--- src/hw/rtl/cblm_pkg.sv ---
package cblm_pkg;

    localparam int TABLE_ENTRIES = 64;
    localparam int IDX_W = (TABLE_ENTRIES > 1) ? $clog2(TABLE_ENTRIES) : 1;
    localparam int CNT_W = $clog2(TABLE_ENTRIES + 1);
    localparam int ADDR_W = 32;
    localparam int PFX_W = 6;
    localparam int ENTRY_W = ADDR_W + PFX_W;
    localparam logic [PFX_W-1:0] MAX_PREFIX = PFX_W'(32);
    localparam logic [ADDR_W-1:0] FULL_MASK = 32'hFFFF_FFFF;

    typedef enum logic [1:0] {
        ACT_LOOKUP = 2'd0,
        ACT_INSERT = 2'd1,
        ACT_REMOVE = 2'd2,
        ACT_NONE   = 2'd3
    } action_t;

    typedef enum logic [1:0] {
        STS_ADDED = 2'd0,
        STS_DUP   = 2'd1,
        STS_FULL  = 2'd2
    } status_t;

    typedef enum logic [1:0] {
        ST_IDLE,
        ST_SCAN,
        ST_FINISH
    } state_t;

    function automatic logic [PFX_W-1:0] clamp_prefix(input logic [PFX_W-1:0] p);
        return (p > MAX_PREFIX) ? MAX_PREFIX : p;
    endfunction

    function automatic logic [ADDR_W-1:0] mask_of(input logic [PFX_W-1:0] p);
        logic [PFX_W-1:0] sh;
        sh = MAX_PREFIX - p;
        if (p == '0)
        begin
            return '0;
        end
        return FULL_MASK << sh;
    endfunction

endpackage

--- src/hw/rtl/cidr_ban_list_matcher.sv ---
// CIDR ban list matcher: a table of TABLE_ENTRIES IPv4 address/prefix filters.
// Command channel: a beat (action, address, prefix_len) is taken on a rising
// edge with start high and busy low. busy stays high until the result is out.
// Result channel: done pulses for one cycle with hit, status, removed_count
// valid in that cycle only; the receiver must take it then and cannot stall.
// Every command walks all entries through the one masked compare unit, one
// entry per cycle, reading the entry RAM through a registered read.
// The walk runs in state SCAN, then done is raised in state FINISH; a new
// command is taken only once busy is low again. An insert writes its free
// slot in the done cycle; a remove clears valid bits during the walk.
// Reset clears the FSM and all valid bits at once, so the table is empty with
// no clearing pass; entry RAM contents are only read behind a valid bit.
module cidr_ban_list_matcher
    import cblm_pkg::*;
(
    input  logic                clk,
    input  logic                rst_n,
    input  logic                start,
    output logic                busy,
    input  logic [1:0]          action,
    input  logic [ADDR_W-1:0]   address,
    input  logic [PFX_W-1:0]    prefix_len,
    output logic                done,
    output logic                hit,
    output logic [1:0]          status,
    output logic [6:0]          removed_count
);

    state_t state_reg, state_next;

    action_t            act_reg;
    logic [ADDR_W-1:0]  addr_reg;
    logic [PFX_W-1:0]   pfx_reg;
    logic [ADDR_W-1:0]  key_mask_reg;
    logic [CNT_W-1:0]   idx_reg;
    logic [IDX_W-1:0]   pipe_idx_reg;
    logic               pipe_vld_reg;
    logic               hit_reg;
    logic               dup_reg;
    logic               free_found_reg;
    logic [IDX_W-1:0]   free_idx_reg;
    logic [6:0]         count_reg;
    logic [TABLE_ENTRIES-1:0] valid_reg;

    logic               accept;
    logic               scan_end;
    logic               ram_we;
    logic [ENTRY_W-1:0] ram_wdata;
    logic [ENTRY_W-1:0] ram_rdata;
    logic [ADDR_W-1:0]  ent_addr;
    logic [PFX_W-1:0]   ent_pfx;
    logic [ADDR_W-1:0]  ent_mask;
    logic [ADDR_W-1:0]  cmp_lhs;
    logic [ADDR_W-1:0]  cmp_rhs;
    logic               ent_valid;
    logic               match;
    logic               do_write;

    assign accept   = start && !busy;
    assign scan_end = (idx_reg == CNT_W'(TABLE_ENTRIES));

    cblm_ram #(
        .WIDTH (ENTRY_W),
        .DEPTH (TABLE_ENTRIES)
    ) u_ram (
        .clk   (clk),
        .we    (ram_we),
        .waddr (free_idx_reg),
        .wdata (ram_wdata),
        .raddr (idx_reg[IDX_W-1:0]),
        .rdata (ram_rdata)
    );

    assign ram_wdata = {pfx_reg, addr_reg};
    assign ent_addr  = ram_rdata[ADDR_W-1:0];
    assign ent_pfx   = ram_rdata[ENTRY_W-1:ADDR_W];
    assign ent_mask  = mask_of(ent_pfx);

    // shared compare: entry masked by its own mask vs. address masked by
    // the entry mask (lookup/remove) or by the new filter mask (insert)
    assign cmp_lhs   = ent_addr & ent_mask;
    assign cmp_rhs   = addr_reg & ((act_reg == ACT_INSERT) ? key_mask_reg : ent_mask);
    assign ent_valid = valid_reg[pipe_idx_reg];
    assign match     = pipe_vld_reg && ent_valid && (cmp_lhs == cmp_rhs);
    assign do_write  = (act_reg == ACT_INSERT) && !dup_reg && free_found_reg;

    always_comb
    begin
        state_next = state_reg;
        case (state_reg)
            ST_IDLE:
            begin
                if (accept)
                begin
                    state_next = ST_SCAN;
                end
            end
            ST_SCAN:
            begin
                if (scan_end)
                begin
                    state_next = ST_FINISH;
                end
            end
            ST_FINISH:
            begin
                state_next = ST_IDLE;
            end
            default:
            begin
                state_next = ST_IDLE;
            end
        endcase
    end

    always_comb
    begin
        busy   = 1'b1;
        done   = 1'b0;
        ram_we = 1'b0;
        case (state_reg)
            ST_IDLE:
            begin
                busy = 1'b0;
            end
            ST_SCAN:
            begin
                busy = 1'b1;
            end
            ST_FINISH:
            begin
                done   = 1'b1;
                ram_we = do_write;
            end
            default:
            begin
                busy = 1'b1;
            end
        endcase
    end

    always_ff @(posedge clk or negedge rst_n)
    begin
        if (!rst_n)
        begin
            state_reg <= ST_IDLE;
        end
        else
        begin
            state_reg <= state_next;
        end
    end

    always_ff @(posedge clk or negedge rst_n)
    begin
        if (!rst_n)
        begin
            valid_reg      <= '0;
            idx_reg        <= '0;
            pipe_vld_reg   <= 1'b0;
            hit_reg        <= 1'b0;
            dup_reg        <= 1'b0;
            free_found_reg <= 1'b0;
            count_reg      <= '0;
        end
        else
        begin
            if (accept)
            begin
                idx_reg        <= '0;
                pipe_vld_reg   <= 1'b0;
                hit_reg        <= 1'b0;
                dup_reg        <= 1'b0;
                free_found_reg <= 1'b0;
                count_reg      <= '0;
            end
            else if (state_reg == ST_SCAN)
            begin
                pipe_vld_reg <= !scan_end;
                if (!scan_end)
                begin
                    idx_reg <= idx_reg + CNT_W'(1);
                end
                if (match)
                begin
                    case (act_reg)
                        ACT_LOOKUP:
                        begin
                            hit_reg <= 1'b1;
                        end
                        ACT_INSERT:
                        begin
                            dup_reg <= 1'b1;
                        end
                        ACT_REMOVE:
                        begin
                            valid_reg[pipe_idx_reg] <= 1'b0;
                            count_reg <= count_reg + 7'd1;
                        end
                        default:
                        begin
                            hit_reg <= hit_reg;
                        end
                    endcase
                end
                if (pipe_vld_reg && !ent_valid && !free_found_reg)
                begin
                    free_found_reg <= 1'b1;
                end
            end
            else if (state_reg == ST_FINISH)
            begin
                if (do_write)
                begin
                    valid_reg[free_idx_reg] <= 1'b1;
                end
            end
        end
    end

    always_ff @(posedge clk)
    begin
        if (accept)
        begin
            act_reg      <= action_t'(action);
            addr_reg     <= address;
            pfx_reg      <= clamp_prefix(prefix_len);
            key_mask_reg <= mask_of(clamp_prefix(prefix_len));
        end
        if (state_reg == ST_SCAN)
        begin
            pipe_idx_reg <= idx_reg[IDX_W-1:0];
            if (pipe_vld_reg && !ent_valid && !free_found_reg)
            begin
                free_idx_reg <= pipe_idx_reg;
            end
        end
    end

    always_comb
    begin
        status = STS_ADDED;
        if (act_reg == ACT_INSERT)
        begin
            if (dup_reg)
            begin
                status = STS_DUP;
            end
            else if (!free_found_reg)
            begin
                status = STS_FULL;
            end
        end
    end

    assign hit           = hit_reg;
    assign removed_count = count_reg;

    a_count_only_remove: assert property (@(posedge clk) disable iff (!rst_n)
        done && (removed_count != 7'd0) |-> act_reg == ACT_REMOVE)
        else $error("removed_count set outside remove");

    a_hit_only_lookup: assert property (@(posedge clk) disable iff (!rst_n)
        done && hit |-> act_reg == ACT_LOOKUP)
        else $error("hit set outside lookup");

    a_insert_sets_valid: assert property (@(posedge clk) disable iff (!rst_n)
        ram_we |=> valid_reg[$past(free_idx_reg)])
        else $error("inserted entry not marked valid");

    a_busy_ends_on_done: assert property (@(posedge clk) disable iff (!rst_n)
        $fell(busy) |-> $past(done))
        else $error("busy dropped without a result");

    a_done_after_scan: assert property (@(posedge clk) disable iff (!rst_n)
        done |-> $past(state_reg) == ST_SCAN && $past(scan_end))
        else $error("result without a completed walk");

endmodule

--- src/hw/rtl/cblm_ram.sv ---
module cblm_ram #(
    parameter int WIDTH = 8,
    parameter int DEPTH = 16,
    localparam int AW = (DEPTH > 1) ? $clog2(DEPTH) : 1
) (
    input  logic             clk,
    input  logic             we,
    input  logic [AW-1:0]    waddr,
    input  logic [WIDTH-1:0] wdata,
    input  logic [AW-1:0]    raddr,
    output logic [WIDTH-1:0] rdata
);

    logic [WIDTH-1:0] mem [DEPTH];

    always_ff @(posedge clk)
    begin
        if (we)
        begin
            mem[waddr] <= wdata;
        end
        rdata <= mem[raddr];
    end

endmodule

--- config.mk ---
export PLATFORM = sky130hd
export DESIGN_NAME = cidr_ban_list_matcher
export DESIGN_NICKNAME = d
export VERILOG_FILES = /design/src/hw/rtl/cblm_pkg.sv /design/src/hw/rtl/cidr_ban_list_matcher.sv /design/src/hw/rtl/cblm_ram.sv
export SDC_FILE = /design/constraint.sdc
export NUM_CORES = 2
export LEC_CHECK = 0
export BUFFER_PORTS_ARGS = -buffer_cell sky130_fd_sc_hd__buf_2
export CAP_MARGIN = 20
export CORE_MARGIN = 5
export CORE_UTILIZATION = 45
export DETAILED_ROUTE_END_ITERATION = 10
export GPL_TIMING_DRIVEN = 0
export PLACE_DENSITY = 0.59
export RECOVER_POWER = 100
export SLEW_MARGIN = 20
export SYNTH_ARGS = -nofsm -noshare
export SYNTH_HDL_FRONTEND = slang
export SYNTH_SLANG_ARGS = --single-unit
--- constraint.sdc ---
create_clock -name clk -period 3.7 [get_ports clk]
set_clock_uncertainty 0.15 [all_clocks]
set_input_delay 0.185 -clock clk [delete_from_list [all_inputs] [get_ports clk]]
set_output_delay 0.185 -clock clk [all_outputs]
set_load 0.02 [all_outputs]
==> key figures <==
Detailed routing
  – WL/cell: 36.2 µm
  – Post-Route WL: roughly 320000 µm
  – WL met1: 125000 µm
  – DRC: 0
  – Via Count: 55.2k
  – ANT nets after route: 0
  – DR top layer: met5
  – Routed wl met2: 142000 µm
  – Vias/cell: 6.32
  – Drt pass-1 iters: 8
  – Met3 WL: about 33000 µm
  – Iter 0 DRT Violations: approximately 8k

Die
  – Die width: approximately 490 µm
  – IO Count: 55
  – Initial Utilization: 45.2%
  – Num rows: 175
  – Core Area: around 230000 µm²
  – Die height: roughly 490 µm
  – Area of the die: ~240000 µm²

Power and ir drop
  – VDD IR max: slightly above 0.0004 V
  – Power density cells: about 700 nW/µm²
  – Lkg Pwr: around 39 nW

Logic synthesis
  – Synth warn: 0
  – Post-synthesis sequential area ratio: between 70% and 80%
  – Syn Nets: roughly 4.8k
  – Synth unique cells: 84
  – Yosys reg bits: 2638
  – Share of the synthesized area in the top cell type: 73.6%
  – Primary FF master, synth: edfxtp_1
  – Post-synthesis cell area: between 100000 and 150000 µm²
  – Syn avg cell area: between 20 and 25 µm²
  – Leading area contributor after synthesis: edfxtp_1
  – Post-Synthesis Cells: roughly 4.7k
  – Ranking of synthesized cells by area: edfxtp_1, mux4_2, dfrtp_1
  – EDFF count, synth: approximately 2.5k
  – Cell with the most instances after synthesis: edfxtp_1
  – Post-synth top cells: edfxtp_1, mux4_2, clkbuf_1
  – Async SR Flop Fraction: roughly 3.2%

Global route
  – Global Route Usage Sum: 26.6%
  – First-pass GRT wire length: ~440000 µm
  – Total gr overflow: 0
  – Initial antenna violation count: 20
  – Number of global-route vias before repair: about 55k
  – Largest net degree at the start of global routing: 49

Critical path
  – RR Startpoint: idx_reg[2]
  – Worst Setup SP: idx_reg[2]
  – WP data required: ~4.3 ns
  – CP cell instances: clkbuf_1 -> clkbuf_4 -> clkbuf_1 -> mux2i_1 -> o221ai_2 -> o21ai_0 -> a21oi_2
  – CP Class: reg2reg
  – Crit end category: flop
  – Most used cell, CP: clkbuf_1
  – Worst path arrival time: about 4.6 ns
  – CP startpoint kind: flop
  – Max stage delay cell, worst path: clkbuf_1
  – Crit path largest cell delay: around 0.83 ns
  – Worst-path fanout max: 10

STA
  – Final setup TNS: -117.17 ns
  – Endpoints failing setup: 1166
  – Hold slack: between 0.1 and 0.15 ns
  – Max Clk Rate: about 250 MHz
  – Fin. Hold Viols: 0
  – Slew @ Worst Pin: roughly 2.7 ns
  – RSZ-0062 raised after global routing: true
  – Worst setup margin: -0.263 ns
  – Slew Limit Fails: about 130
  – Slew margin rel.: -82.7%
  – Tmin final: between 3 and 4 ns
  – Final cycle utilization of the critical path: 107%

Layout
  – Fin area: roughly 120000 µm²
  – Area of the multi-input gates: 24300 µm²
  – Max FFs per register: around 2.4k
  – Area added between synthesis and finish: 19.7%
  – Non-Filler Instances: 8733
  – Filler Cell Count: 17.3k
  – Layout cells sized above 1: between 30% and 40%
  – Register area: 78400 µm²
  – Layout Nets: roughly 5.6k

Placement
  – Gpl congestion: about 0.90
  – Cell area after placement: approximately 110000 µm²
  – Placed cells: about 8.0k
  – DP Wirelength: roughly 220000 µm
  – IO Port Bufs: 53
  – Pre-CTS WS: -2.39 ns

CTS
  – Clk_lat worst skew: 0.94 ns
  – TritonCTS clock tree: done
  – Clk slew on worst S/H paths: ~0.060 ns
  – CTS root buf: clkbuf_16
  – CTS Buffer Depth: 4
  – Clk sinks: 2638
  – Num CTS Buffers: 285
  – H-tree levels: 5

Status
  – Violated checks: max-capacitance violations, max-slew violations, negative setup slack
  – Status: finished, violations left

Worst hold path
  – Hold path startpoint: start
  – Worst hold path type: in2reg

Flow run
  – Max Cap Violations: 4
-- cell usage in the layout (no fill, tap or decap), types with 18 or more instances in the layout --
cell type | Yosys | final
clkbuf_4 | 0 | 44
buf_12 | 0 | 65
dlygate4sd3_1 | 0 | 87
dfxtp_1 | 38 | 34
mux4_2 | 744 | 744
clkbuf_16 | 0 | 295
clkbuf_1 | 173 | 259
clkinv_1 | 0 | 50
o21ai_1 | 2 | 32
o21ai_0 | 124 | 88
a21oi_2 | 0 | 18
nand4_1 | 27 | 27
nor2b_1 | 36 | 32
dfrtp_1 | 84 | 84
edfxtp_1 | 2516 | 2516
nand3_1 | 35 | 33
nor2_1 | 132 | 87
nor2_4 | 0 | 38
clkinv_2 | 0 | 27
a21oi_1 | 109 | 88
a31oi_1 | 18 | 18
buf_16 | 0 | 53
nand2_1 | 106 | 99
mux2i_1 | 64 | 55
clkbuf_2 | 0 | 78
buf_6 | 2 | 46
clkbuf_8 | 0 | 18
buf_2 | 13 | 58
inv_1 | 34 | 32
buf_4 | 0 | 106
buf_8 | 0 | 47
-- metrics by stage --
stage	util (%)	total power [mW]
2_1_floorplan	-	48.5
3_3_place_gp	47.0	57.7
3_5_place_dp	49.7	58.6
4_1_cts	54.9	86.7
5_1_grt	54.1	88.9
6_report	54.1	86.2
-- metal layers --
layer | GRT usage, % | up-vias
met1 | 38.2 | 29708
met5 | 0 | -
li1 | - | 21623
met4 | 10.2 | 2
met3 | 6.28 | 621
met2 | 40.1 | 3250
-- final cells by class --
cell class	instances	share of cell area, %
sequential	2638	63.8
multi-input combinational	1766	19.7
clock buffer	373	6.20
timing repair buffer	544	4.91
tap	3009	3.06
buffer	258	1.46
clock inverter	105	0.740
inverter	35	0.111
antenna	5	0.0102
-- kinds of logic after synthesis --
kind of cell	share of synthesized area, %
xor gates and xnor gates	0.102
adders and majority gates	0.183
DFF	76.3
buffers and inverters	1.13
AOI/OAI and AO/OA	2.66
and+or+nand+nor	2.43
muxes	17.2
-- repair_timing --
| action | in CTS | in global routing |
|---|---|---|
| pin swaps | 80 | 39 |
| buffers inserted | 118 | 8 |
| setup endpoints to repair | 2561 | 718 |
| resized for setup | 463 | 110 |
| hold buffers | 88 | 0 |
| endpoints found under the hold margin | 166 | 0 |
| gates cloned | 5 | 0 |
-- where the power goes --
group	internal, mW	switching [mW]
logic	9.67	14.6
clock network	15.6	11.2
registers	34.4	0.765
total	59.6	26.6
-- critical path, delay by kind of cell (launching register included) --
kind	cells	cell delay, ns
buffers and inverters	3	1.81
flip-flops	1	0.38
multiplexers	1	0.22
AO/OA/AOI/OAI	3	1.20
-- worst paths after layout --
| path | to | slack [ns] | cells past startpoint |
|---|---|---|---|
| worst max-delay path | u_ram.rdata[27] | -0.26 | 7 |
| worst min-delay path | dup_reg | 0.11 | 4 |
| worst max register to register | u_ram.rdata[27] | -0.26 | 7 |
| worst min register to register | pipe_idx_reg[5] | 0.31 | 0 |
| max in group asynchronous | valid_reg[16] | 0.57 | 4 |
| min in group asynchronous | idx_reg[3] | 1.00 | 4 |
Note: power is estimated with default switching activity, not from simulation.
